<file path="config.mk">
export PLATFORM = sky130hd
export DESIGN_NAME = soft_dilation_line_pass_unit_flat
export DESIGN_NICKNAME = d
export VERILOG_FILES = /design/src/hw/rtl/sdl_pkg.sv /design/src/hw/rtl/sdl_in_if.sv /design/src/hw/rtl/sdl_out_if.sv /design/src/hw/rtl/soft_dilation_line_pass_unit.sv /design/src/flat_wrapper.sv
export VERILOG_INCLUDE_DIRS = /design/src /design/src/hw/rtl
export SDC_FILE = /design/constraint.sdc
export NUM_CORES = 2
export LEC_CHECK = 0
export ABC_AREA = 1
export BUFFER_PORTS_ARGS = -buffer_cell sky130_fd_sc_hd__buf_2
export CORE_UTILIZATION = 66
export CTS_BUF_LIST = sky130_fd_sc_hd__clkbuf_16
export CTS_CLUSTER_DIAMETER = 60
export CTS_CLUSTER_SIZE = 8
export DETAILED_ROUTE_END_ITERATION = 8
export HOLD_SLACK_MARGIN = 0.02
export PLACE_DENSITY = 0.84
export SLEW_MARGIN = 20
export SYNTH_ARGS = -nofsm -noshare
export SYNTH_HDL_FRONTEND = slang
export SYNTH_SLANG_ARGS = --single-unit
</file>
<file path="constraint.sdc">
create_clock -name clk -period 15.11 [get_ports clk]
set_input_delay 1.511 -clock clk [delete_from_list [all_inputs] [get_ports clk]]
set_output_delay 1.511 -clock clk [all_outputs]
set_load 0.05 [all_outputs]
</file>
<file path="src/hw/rtl/soft_dilation_line_pass_unit_macros.svh">
// Assertion macros shared by the soft dilation line pass unit.
// No dependencies; take in with `include inside a module body.
`ifndef SOFT_DILATION_LINE_PASS_UNIT_MACROS_SVH
`define SOFT_DILATION_LINE_PASS_UNIT_MACROS_SVH

// Same-cycle implication, disabled during reset.
`define SDL_ASSERT_IMPLY(label, clk, rst, cond, prop) \
  label: assert property (@(posedge clk) disable iff (rst) (cond) |-> (prop)) \
    else $error("same-cycle check failed");

// Next-cycle implication, disabled during reset.
`define SDL_ASSERT_NEXT(label, clk, rst, cond, prop) \
  label: assert property (@(posedge clk) disable iff (rst) (cond) |=> (prop)) \
    else $error("next-cycle check failed");

`endif

</file>
<file path="src/hw/rtl/sdl_pkg.sv">
// Types, constants and window functions of the soft dilation line pass unit.
// No dependencies.
package sdl_pkg;

  localparam int APB_ADDR_W = 3;
  localparam int APB_DATA_W = 32;

  localparam logic [0:0] REG_CHANNEL_MODE  = 1'b0;
  localparam logic [0:0] REG_INVERT_ENABLE = 1'b1;

  localparam int OUT_DEPTH = 4;
  localparam int OUT_PTR_W = $clog2(OUT_DEPTH);
  localparam int OUT_CNT_W = $clog2(OUT_DEPTH + 1);

  typedef struct packed {
    logic [7:0] alpha;
    logic [7:0] blue;
    logic [7:0] green;
    logic [7:0] red;
  } pixel_t;

  typedef struct packed {
    pixel_t pix;
    logic   line_end;
  } out_item_t;

  // c + p - c*p/255 with p = n/4, capped at n; x/255 by reciprocal form.
  function automatic logic [7:0] soften(logic [7:0] c, logic [7:0] n);
    logic [5:0]  p;
    logic [13:0] prod;
    logic [15:0] t;
    logic [7:0]  q;
    logic [8:0]  s;
    p    = n[7:2];
    prod = {6'd0, c} * {8'd0, p};
    t    = {2'b00, prod} + {10'd0, prod[13:8]} + 16'd1;
    q    = t[15:8];
    s    = {1'b0, c} + {3'b000, p} - {1'b0, q};
    return (s > {1'b0, n}) ? n : s[7:0];
  endfunction

  function automatic logic [9:0] rgb_sum(pixel_t px);
    return {2'b00, px.red} + {2'b00, px.green} + {2'b00, px.blue};
  endfunction

  function automatic pixel_t filter_px(pixel_t lraw, pixel_t craw, pixel_t rraw,
                                       logic mode, logic inv);
    pixel_t     l;
    pixel_t     c;
    pixel_t     r;
    pixel_t     n;
    pixel_t     res;
    logic [7:0] na;
    l   = inv ? pixel_t'(~lraw) : lraw;
    c   = inv ? pixel_t'(~craw) : craw;
    r   = inv ? pixel_t'(~rraw) : rraw;
    res = c;
    if (!mode) begin
      n = (rgb_sum(l) < rgb_sum(r)) ? r : l;
      if (rgb_sum(c) < rgb_sum(n)) begin
        res.red   = soften(c.red, n.red);
        res.green = soften(c.green, n.green);
        res.blue  = soften(c.blue, n.blue);
      end
    end else begin
      na = (l.alpha < r.alpha) ? r.alpha : l.alpha;
      if (c.alpha < na) begin
        res.alpha = soften(c.alpha, na);
      end
    end
    return inv ? pixel_t'(~res) : res;
  endfunction

endpackage

</file>
<file path="src/hw/rtl/sdl_in_if.sv">
// Input pixel stream of the soft dilation line pass unit.
// No dependencies.
interface sdl_in_if;
  logic       valid;
  logic       ready;
  logic [7:0] red_in;
  logic [7:0] green_in;
  logic [7:0] blue_in;
  logic [7:0] alpha_in;
  logic       line_end_in;

  modport source(output valid, red_in, green_in, blue_in, alpha_in, line_end_in,
                 input ready);
  modport sink(input valid, red_in, green_in, blue_in, alpha_in, line_end_in,
               output ready);
endinterface

</file>
<file path="src/hw/rtl/sdl_out_if.sv">
// Output pixel stream of the soft dilation line pass unit.
// No dependencies.
interface sdl_out_if;
  logic       valid;
  logic       ready;
  logic [7:0] red_out;
  logic [7:0] green_out;
  logic [7:0] blue_out;
  logic [7:0] alpha_out;
  logic       line_end_out;

  modport source(output valid, red_out, green_out, blue_out, alpha_out, line_end_out,
                 input ready);
  modport sink(input valid, red_out, green_out, blue_out, alpha_out, line_end_out,
               output ready);
endinterface

</file>
<file path="src/hw/rtl/soft_dilation_line_pass_unit.sv">
// Top level of the soft dilation line pass unit: 3-tap soft max filter on RGBA8 lines.
// Depends on sdl_pkg, sdl_in_if, sdl_out_if and soft_dilation_line_pass_unit_macros.svh.
//
// Usage:
//   in_ch carries one pixel per beat; line_end_in marks the last pixel of a line.
//   out_ch returns one filtered pixel per beat, in input order, line_end_out on the
//   last one. A pixel leaves once its right neighbour has come in; the last pixel of
//   a line leaves right behind its left neighbour, both caused by the same input beat.
//   Each result is written to the result queue and is shown on out_ch from its head.
//   Throughput: one input beat per cycle while out_ch keeps up. An end-of-line
//   beat pushes two results, so the four-entry result queue takes it only with two
//   free slots; over a line the number of results equals the number of pixels, so
//   the queue keeps pace. The queue also parts the sides: input keeps flowing while
//   a result waits. Receiver stall: results collect in the queue; in_ch.ready drops
//   once fewer than two slots are free, and no beat is lost.
//   Configuration: APB, channel_mode at 0x0, invert_enable at 0x4, pready tied high.
//   Write only while the unit is idle.
//   Reset (rst, synchronous): clears both registers, the window valid flags and
//   the result queue; the next pixel starts a new line.
module soft_dilation_line_pass_unit (
  input  logic                            clk,
  input  logic                            rst,
  sdl_in_if.sink                          in_ch,
  sdl_out_if.source                       out_ch,
  input  logic                            psel,
  input  logic                            penable,
  input  logic                            pwrite,
  input  logic [sdl_pkg::APB_ADDR_W-1:0]  paddr,
  input  logic [sdl_pkg::APB_DATA_W-1:0]  pwdata,
  output logic [sdl_pkg::APB_DATA_W-1:0]  prdata,
  output logic                            pready
);
  import sdl_pkg::*;
  `include "soft_dilation_line_pass_unit_macros.svh"

  // Configuration registers.
  logic channel_mode;
  logic invert_enable;

  // Window state: stored as received, before any inversion.
  pixel_t left_pixel;
  pixel_t centre_pixel;
  logic   left_valid;
  logic   centre_valid;

  // Result queue.
  out_item_t              queue [OUT_DEPTH];
  logic [OUT_PTR_W-1:0]   wr_ptr;
  logic [OUT_PTR_W-1:0]   rd_ptr;
  logic [OUT_CNT_W-1:0]   fill;

  logic                   in_beat;
  logic                   out_beat;
  logic                   cfg_wr;
  logic [0:0]             reg_index;
  pixel_t                 px;
  pixel_t                 mid_left;
  pixel_t                 tail_left;
  pixel_t                 mid_res;
  pixel_t                 tail_res;
  out_item_t              slot0;
  out_item_t              slot1;
  logic [1:0]             push_cnt;
  logic [OUT_PTR_W-1:0]   wr_ptr_plus1;
  out_item_t              head;

  // APB: writes land in the access phase; reads return the register bit.
  assign pready    = 1'b1;
  assign reg_index = paddr[2:2];
  assign cfg_wr    = psel & penable & pwrite & pready;

  always_comb begin
    prdata = '0;
    case (reg_index)
      REG_CHANNEL_MODE:  prdata[0] = channel_mode;
      REG_INVERT_ENABLE: prdata[0] = invert_enable;
      default:           prdata    = '0;
    endcase
  end

  always_ff @(posedge clk) begin
    if (rst) begin
      channel_mode  <= 1'b0;
      invert_enable <= 1'b0;
    end else if (cfg_wr) begin
      case (reg_index)
        REG_CHANNEL_MODE:  channel_mode  <= pwdata[0];
        REG_INVERT_ENABLE: invert_enable <= pwdata[0];
        default:           ;
      endcase
    end
  end

  // Handshakes: take a beat while two queue slots are free.
  assign in_ch.ready  = (fill <= OUT_CNT_W'(OUT_DEPTH - 2));
  assign in_beat      = in_ch.valid & in_ch.ready;
  assign out_ch.valid = (fill != '0);
  assign out_beat     = out_ch.valid & out_ch.ready;

  assign px = '{alpha: in_ch.alpha_in, blue: in_ch.blue_in,
                green: in_ch.green_in, red: in_ch.red_in};

  // Centre pixel result: right neighbour is the new pixel; at a line start the
  // missing left neighbour is the centre itself.
  assign mid_left = left_valid ? left_pixel : centre_pixel;
  assign mid_res  = filter_px(mid_left, centre_pixel, px, channel_mode, invert_enable);

  // Line end result: the new pixel is its own right neighbour, and its own left
  // one too on a one-pixel line.
  assign tail_left = centre_valid ? centre_pixel : px;
  assign tail_res  = filter_px(tail_left, px, px, channel_mode, invert_enable);

  always_comb begin
    slot1 = '{pix: tail_res, line_end: 1'b1};
    if (centre_valid) begin
      slot0    = '{pix: mid_res, line_end: 1'b0};
      push_cnt = in_ch.line_end_in ? 2'd2 : 2'd1;
    end else begin
      slot0    = slot1;
      push_cnt = in_ch.line_end_in ? 2'd1 : 2'd0;
    end
    if (!in_beat) begin
      push_cnt = 2'd0;
    end
  end

  // Advance the window on every accepted beat; drop it at the line end.
  always_ff @(posedge clk) begin
    if (rst) begin
      left_valid   <= 1'b0;
      centre_valid <= 1'b0;
    end else if (in_beat) begin
      if (in_ch.line_end_in) begin
        left_valid   <= 1'b0;
        centre_valid <= 1'b0;
      end else begin
        left_valid   <= centre_valid;
        centre_valid <= 1'b1;
      end
    end
  end

  always_ff @(posedge clk) begin
    if (in_beat) begin
      left_pixel   <= centre_pixel;
      centre_pixel <= px;
    end
  end

  // Result queue: push up to two items, pop one.
  assign wr_ptr_plus1 = wr_ptr + 1'b1;

  always_ff @(posedge clk) begin
    if (push_cnt != 2'd0) begin
      queue[wr_ptr] <= slot0;
    end
    if (push_cnt == 2'd2) begin
      queue[wr_ptr_plus1] <= slot1;
    end
  end

  always_ff @(posedge clk) begin
    if (rst) begin
      wr_ptr <= '0;
      rd_ptr <= '0;
      fill   <= '0;
    end else begin
      wr_ptr <= wr_ptr + OUT_PTR_W'(push_cnt);
      if (out_beat) begin
        rd_ptr <= rd_ptr + 1'b1;
      end
      fill <= fill + OUT_CNT_W'(push_cnt) - OUT_CNT_W'(out_beat);
    end
  end

  // Present the queue head.
  assign head                = queue[rd_ptr];
  assign out_ch.red_out      = head.pix.red;
  assign out_ch.green_out    = head.pix.green;
  assign out_ch.blue_out     = head.pix.blue;
  assign out_ch.alpha_out    = head.pix.alpha;
  assign out_ch.line_end_out = head.line_end;

  // Checks.
  `SDL_ASSERT_IMPLY(a_fill_bound, clk, rst, 1'b1, fill <= OUT_CNT_W'(OUT_DEPTH))
  `SDL_ASSERT_NEXT(a_end_clears_window, clk, rst, in_beat && in_ch.line_end_in,
                   !centre_valid && !left_valid)
  `SDL_ASSERT_NEXT(a_mid_push_one, clk, rst,
                   in_beat && centre_valid && !in_ch.line_end_in && !out_beat,
                   fill == $past(fill) + 1'b1)

endmodule

</file>
<file path="src/flat_wrapper.sv">
// flat-port wrapper written by rule: the top's interface ports become plain ports
module soft_dilation_line_pass_unit_flat import sdl_pkg::*;
  (clk, rst, psel, penable, pwrite, paddr, pwdata, prdata, pready, in_ch_valid, in_ch_red_in, in_ch_green_in, in_ch_blue_in, in_ch_alpha_in, in_ch_line_end_in, in_ch_ready, out_ch_valid, out_ch_red_out, out_ch_green_out, out_ch_blue_out, out_ch_alpha_out, out_ch_line_end_out, out_ch_ready);
  sdl_in_if in_ch_i ();
  sdl_out_if out_ch_i ();
  input  logic clk;
  input  logic rst;
  input  logic psel;
  input  logic penable;
  input  logic pwrite;
  input  logic [sdl_pkg::APB_ADDR_W-1:0] paddr;
  input  logic [sdl_pkg::APB_DATA_W-1:0] pwdata;
  output logic [sdl_pkg::APB_DATA_W-1:0] prdata;
  output logic pready;
  input wire logic [$bits(in_ch_i.valid)-1:0] in_ch_valid;
  input wire logic [$bits(in_ch_i.red_in)-1:0] in_ch_red_in;
  input wire logic [$bits(in_ch_i.green_in)-1:0] in_ch_green_in;
  input wire logic [$bits(in_ch_i.blue_in)-1:0] in_ch_blue_in;
  input wire logic [$bits(in_ch_i.alpha_in)-1:0] in_ch_alpha_in;
  input wire logic [$bits(in_ch_i.line_end_in)-1:0] in_ch_line_end_in;
  output wire logic [$bits(in_ch_i.ready)-1:0] in_ch_ready;
  output wire logic [$bits(out_ch_i.valid)-1:0] out_ch_valid;
  output wire logic [$bits(out_ch_i.red_out)-1:0] out_ch_red_out;
  output wire logic [$bits(out_ch_i.green_out)-1:0] out_ch_green_out;
  output wire logic [$bits(out_ch_i.blue_out)-1:0] out_ch_blue_out;
  output wire logic [$bits(out_ch_i.alpha_out)-1:0] out_ch_alpha_out;
  output wire logic [$bits(out_ch_i.line_end_out)-1:0] out_ch_line_end_out;
  input wire logic [$bits(out_ch_i.ready)-1:0] out_ch_ready;
  assign in_ch_i.valid = in_ch_valid;
  assign in_ch_i.red_in = in_ch_red_in;
  assign in_ch_i.green_in = in_ch_green_in;
  assign in_ch_i.blue_in = in_ch_blue_in;
  assign in_ch_i.alpha_in = in_ch_alpha_in;
  assign in_ch_i.line_end_in = in_ch_line_end_in;
  assign in_ch_ready = in_ch_i.ready;
  assign out_ch_valid = out_ch_i.valid;
  assign out_ch_red_out = out_ch_i.red_out;
  assign out_ch_green_out = out_ch_i.green_out;
  assign out_ch_blue_out = out_ch_i.blue_out;
  assign out_ch_alpha_out = out_ch_i.alpha_out;
  assign out_ch_line_end_out = out_ch_i.line_end_out;
  assign out_ch_i.ready = out_ch_ready;
  soft_dilation_line_pass_unit u_core (.clk(clk), .rst(rst), .in_ch(in_ch_i), .out_ch(out_ch_i), .psel(psel), .penable(penable), .pwrite(pwrite), .paddr(paddr), .pwdata(pwdata), .prdata(prdata), .pready(pready));
endmodule
</file>
== Word-level counts from Yosys, hierarchy flattened ==
Memory sizes are Yosys's and may differ from the RTL's. A register that Yosys moved wholly into a read port is not among the register bits.
Cells that the tools add are included.
Word-level totals
  flip-flop bits (word level): 75
  bits in writable memories: 132
  input bits: 75
  word-level logic and storage cells: 148
  memories: 1
Cells by class
  add/sub/neg operators: 49
  multiply operators: 8
  magnitude comparators: 17
  equality and inequality tests: 1
  multiplexer cells: 42
  bitwise gates (word level): 11
  reduce and logical (&&, ||, !) cells: 4
Memories
  u_core.queue: depth 4, bits a word 33, read ports 1, clocked after Yosys merged registers in 1, write ports 2, RTL line soft_dilation_line_pass_unit.sv:47  | out_item_t queue [OUT_DEPTH];
Operators with widths (count)
  2-to-1 mux 32 bit: 8
  NOT 32 bit: 6
  2-to-1 mux 24 bit: 6
  adder 16 x 1 -> 16 bit (second input constant): 8
  adder 14 x 6 -> 15 bit: 8
  multiplier 8 x 6 -> 14 bit: 8
  2-to-1 mux 8 bit: 14
  adder 8 x 6 -> 9 bit: 8
  greater-than comparator 9 x 8 -> 1 bit: 8
  subtractor 9 x 8 -> 9 bit: 8
  adder 10 x 8 -> 10 bit: 6
  adder 8 x 8 -> 9 bit: 6
  less-than comparator 10 bit: 4
  2-to-1 mux 33 bit: 1
  less-than comparator 8 bit: 4
  2-to-1 mux 2 bit: 5
  2-to-1 mux 1 bit: 7
  adder 2 x 1 -> 2 bit (second input constant): 2
  bitwise AND 1 bit: 4
  AND reduction 2 bit: 2
  adder 3 x 2 -> 3 bit: 1
  less-or-equal comparator 3 x 2 -> 1 bit (second input constant): 1
  nonzero test 3 bit: 1
  subtractor 3 x 1 -> 3 bit: 1
  other kinds (5): 5

== Logic depth before layout (Yosys ltp) ==
  depth after elaboration: 18
  mapped depth: 94
  gate-level depth less buffers: 92

== Worst setup path before layout ==
Ideal clock, no wire load.
  path kind: input port to flip-flop
  start: input in_ch_red_in[2]
  end: memory u_core.queue[3][8] (netlist bit) (data pin)
  arrival time: 13.784 ns
  required time: 14.857 ns
  path slack: 1.073 ns
  stages: 76
  buffers on the path: 2
  cell sequence: xnor2_1 -> clkinv_1 -> ha_1 -> inv_1 -> a21oi_1 -> or2_2 -> xor2_1 -> inv_1 -> ha_1 -> a21oi_1 -> o21ai_0 -> a21oi_1 -> o21bai_1 -> xor2_1 -> ha_1 -> nand2_1 -> inv_1 -> nand2_1 -> (+40 left out) -> a21oi_1 -> o21ai_0 -> xor2_1 -> inv_1 -> ha_1 -> nand2_1 -> o21ai_0 -> a21oi_1 -> o21ai_1 -> inv_1 -> nand2_1 -> nand3_1 -> nand3_1 -> nand2_1 -> nand2_1 -> nand2_1 -> nand2_1 -> nand2_1
RTL lines
  start, declared: RTL line flat_wrapper.sv:16  | input wire logic [$bits(in_ch_i.red_in)-1:0] in_ch_red_in;
  end, declared: RTL line soft_dilation_line_pass_unit.sv:47

==> impl_metrics.csv <==
group,metric,value,unit
yosys,synthDistinctLibCells,54,
critical_path,cp.arrival,14.61,ns
yosys,synth_top_area_cell,"ha_1",
yosys,synth-adder-area-share,28.4,%
critical_path,cp-end-kind,"register",
clock_network,numCtsBuffers,31,
critical_path,path_depth,81,
yosys,synth-seq-area-share,14.4,%
floorplanning,die_area,65400,µm²
global_route,antenna_found_initial,9,
placed_design,port-buffer-count,77,
layout,area_growth,7.79,%
critical_path,path_buf_inv,16,
yosys,synth_xor_area_share,7.24,%
detailed_routing,viasPerCell,5.71,
layout,drive_above_1_share,6.65,%
timing,max_freq,70.0,MHz
yosys,synth_compound_area_share,8.00,%
critical_path,max_stage_delay,0.60,ns
clock_network,insertion_delay,0.58,ns
clock_network,cts.sinks,209,
global_route,grt_pass1_vias,39600,
detailed_routing,drt-initial-drc-count,4097,
floorplanning,die_w,256,µm
global_route,grt_usage,37.4,%
yosys,yosys-mux-area-fraction,0,%
yosys,ys_seq_elements,209,
critical_path,critPathLaunchType,"input port",
layout,final-seq-area,6110,µm²
critical_path,cp_data_required_time,15.43,ns
timing,hold_ws,0.462,ns
clock_network,hold_buffers,0,
clock_network,cts_tree,"built",
critical_path,crit_start,"in_ch_green_in[0]",
timing,clock_skew,0.0173,ns
critical_path,worst_path_most_repeated_cell,"nand2_1",
global_route,gr-total-overflow,0,
critical_path,critical_path_class,"input port to register",
floorplanning,rows,92,
yosys,yosys.area_share.simple,29.9,%
critical_path,cp_top_family,"adder cells",
critical_path,worst_path_max_delay_cell,"fa_1",
critical_path,regToRegStartpoint,"u_core.centre_valid",
detailed_routing,antenna_left,0,
timing,period_share,94.5,%
yosys,synth_top_family_by_area,"simple AND/OR/NAND/NOR gates",
yosys,yosys_warnings,0,
detailed_routing,first_pass_iters,6,
min_path,hp-class,"register to register",
timing,timing.final.ws_setup,0.828,ns
layout,fill_cells,5240,
timing,setup_viol,0,
yosys,synth-main-ff-cell,"edfxtp_1",
floorplanning,coreArea,63300,µm²
detailed_routing,drcViolationCount,0,
yosys,synth-edff-count,192,
clock_network,cts_htree_levels,1,
yosys,synth.area.top_cells,"ha_1 16%, nand2_1 15%, edfxtp_1 14%",
timing,tightest_slew,1.13,ns
timing,hold_viol_final,0,
yosys,synth_top_area_share,15.8,%
yosys,synth.avg_cell_area,6.72,µm²
critical_path,worstPathMaxFanout,32,
layout,nets,7332,
layout,fin_util,72.3,%
min_path,min_path_cells,2,
global_route,grt_pass1_wl,198000,µm
detailed_routing,num_vias,41800,
placed_design,dp_worst_setup_slack,-0.238,ns
yosys,syn_area,42500,µm²
placed_design,hpwl,99200,µm
clock_network,root_buffer,"clkbuf_16",
floorplanning,start_util,67.1,%
detailed_routing,wl_per_cell,17.1,µm
clock_network,clk_pin_slew,0.05,ns
layout,multi_input_area,31900,µm²
flow_run,drv_cap,0,
timing,drv_slew,0,
critical_path,reg2regPathDepth,81,
yosys,synthArstFlopShare,0,%
floorplanning,io_pins,143,
status,status,"finished clean",
detailed_routing,routed_wl,125000,µm
timing,slew-limit-headroom,24.3,%
clock_network,cts_max_path_buffers,3,
timing,post-route-min-period,14.28,ns
placed_design,gp_congestion,1.04,
global_route,grt_max_degree,68,
floorplanning,die_y,256,µm
yosys,synthCells,6323,
min_path,holdCritStartpoint,"u_core.queue[2][0]",
## layout by cell type (no fill, tap or decap), types with 120 or more instances in the layout
cell type,instances
fa_1,267
xnor2_1,120
nand2_1,1698
xor2_1,215
inv_1,1142
ha_1,537
nor2_1,567
edfxtp_1,192
buf_4,130
o21ai_0,169
a21oi_1,271
nand3_1,537
## stage by stage
| stage | std cells | cell area, µm² | TNS [ns] |
|---|---|---|---|
| final | 7331 | 45800 | 0 |
| after global routing | 7330 | 45800 | -8.18 |
| after CTS | 7304 | 45100 | 0 |
| after detailed placement | 7246 | 44200 | -5.57 |
| after global placement | 7246 | 44200 | -0.127 |
| after floorplan | 6361 | 42600 | 0 |
## per-layer routing
metal / vias to the layer above / wire length, µm / global-route usage (%)
met4: 2 / 8780 / 22.1
met1: 19200 / 48600 / 45.8
li1: 20200 / - / -
met2: 1923 / 57500 / 63.0
met5: - / 13 / 0
met3: 439 / 10400 / 5.10
## worst reg2reg max path: cells and delay by family, from the launching register on
family                   cells  cell delay (ns)
AO/OA/AOI/OAI               14             2.18
adder cells (fa/ha/maj)     12             4.81
AND/OR/NAND/NOR             33             3.52
buffers and inverters       16             1.74
flip-flops                   1             0.61
XOR/XNOR                     6             1.05
## logic make-up after synthesis
logic type / after synthesis
flops: 209
fa+ha+maj: 805
compound gates: 600
other cells: 2
simple gates: 3059
xor+xnor: 350
buf+inv: 1298
## flip-flops by register name, summed over array words and instances (netlist names), named ones only
signal	flops
u_core.channel_mode	1
u_core.rd_ptr	2
u_core.invert_enable	1
u_core.fill	3
u_core.left_valid	1
u_core.centre_pixel	32
u_core.left_pixel	32
u_core.centre_valid	1
u_core.wr_ptr	2
u_core.queue	132
## synth_stat cells (13+ instances only)
cell,instances
a21oi_1,273
a31oi_1,14
buf_1,13
buf_2,32
buf_4,40
clkbuf_1,66
clkinv_1,14
dfxtp_1,17
edfxtp_1,192
fa_1,267
ha_1,538
inv_1,1125
nand2_1,1705
nand2_2,28
nand3_1,560
nand3b_1,22
nand4_1,57
nor2_1,576
nor3_1,58
o21ai_0,183
o21ai_2,21
o21bai_1,26
o22ai_1,35
or2_2,27
xnor2_1,124
xor2_1,225
## worst paths after layout
kind | endpoint | slack [ns]
worst max-delay path | u_core.queue[0][3] | 0.83
worst min register to register | u_core.queue[2][0] | 0.46
worst max register to register | u_core.queue[0][3] | 0.95
worst min-delay path | u_core.queue[2][0] | 0.46
## cell type report
cell class | count | area share, %
multi-input cells | 4854 | 69.6
flip-flops and latches | 209 | 13.4
inverters | 1142 | 9.39
repair buffers | 214 | 3.25
well taps | 846 | 2.31
clock buffers | 31 | 1.69
clock inverters | 27 | 0.325
diodes | 8 | 0.0437
## repair_timing
action                                  4_1_cts  5_1_grt
endpoints found under the setup margin        0      128
buffers inserted                              0       19
gates resized for setup                       0      110
Power is left out: the tool's default activity adds up to more than one toggle a clock period on the data nets, which glitch-free logic cannot reach.
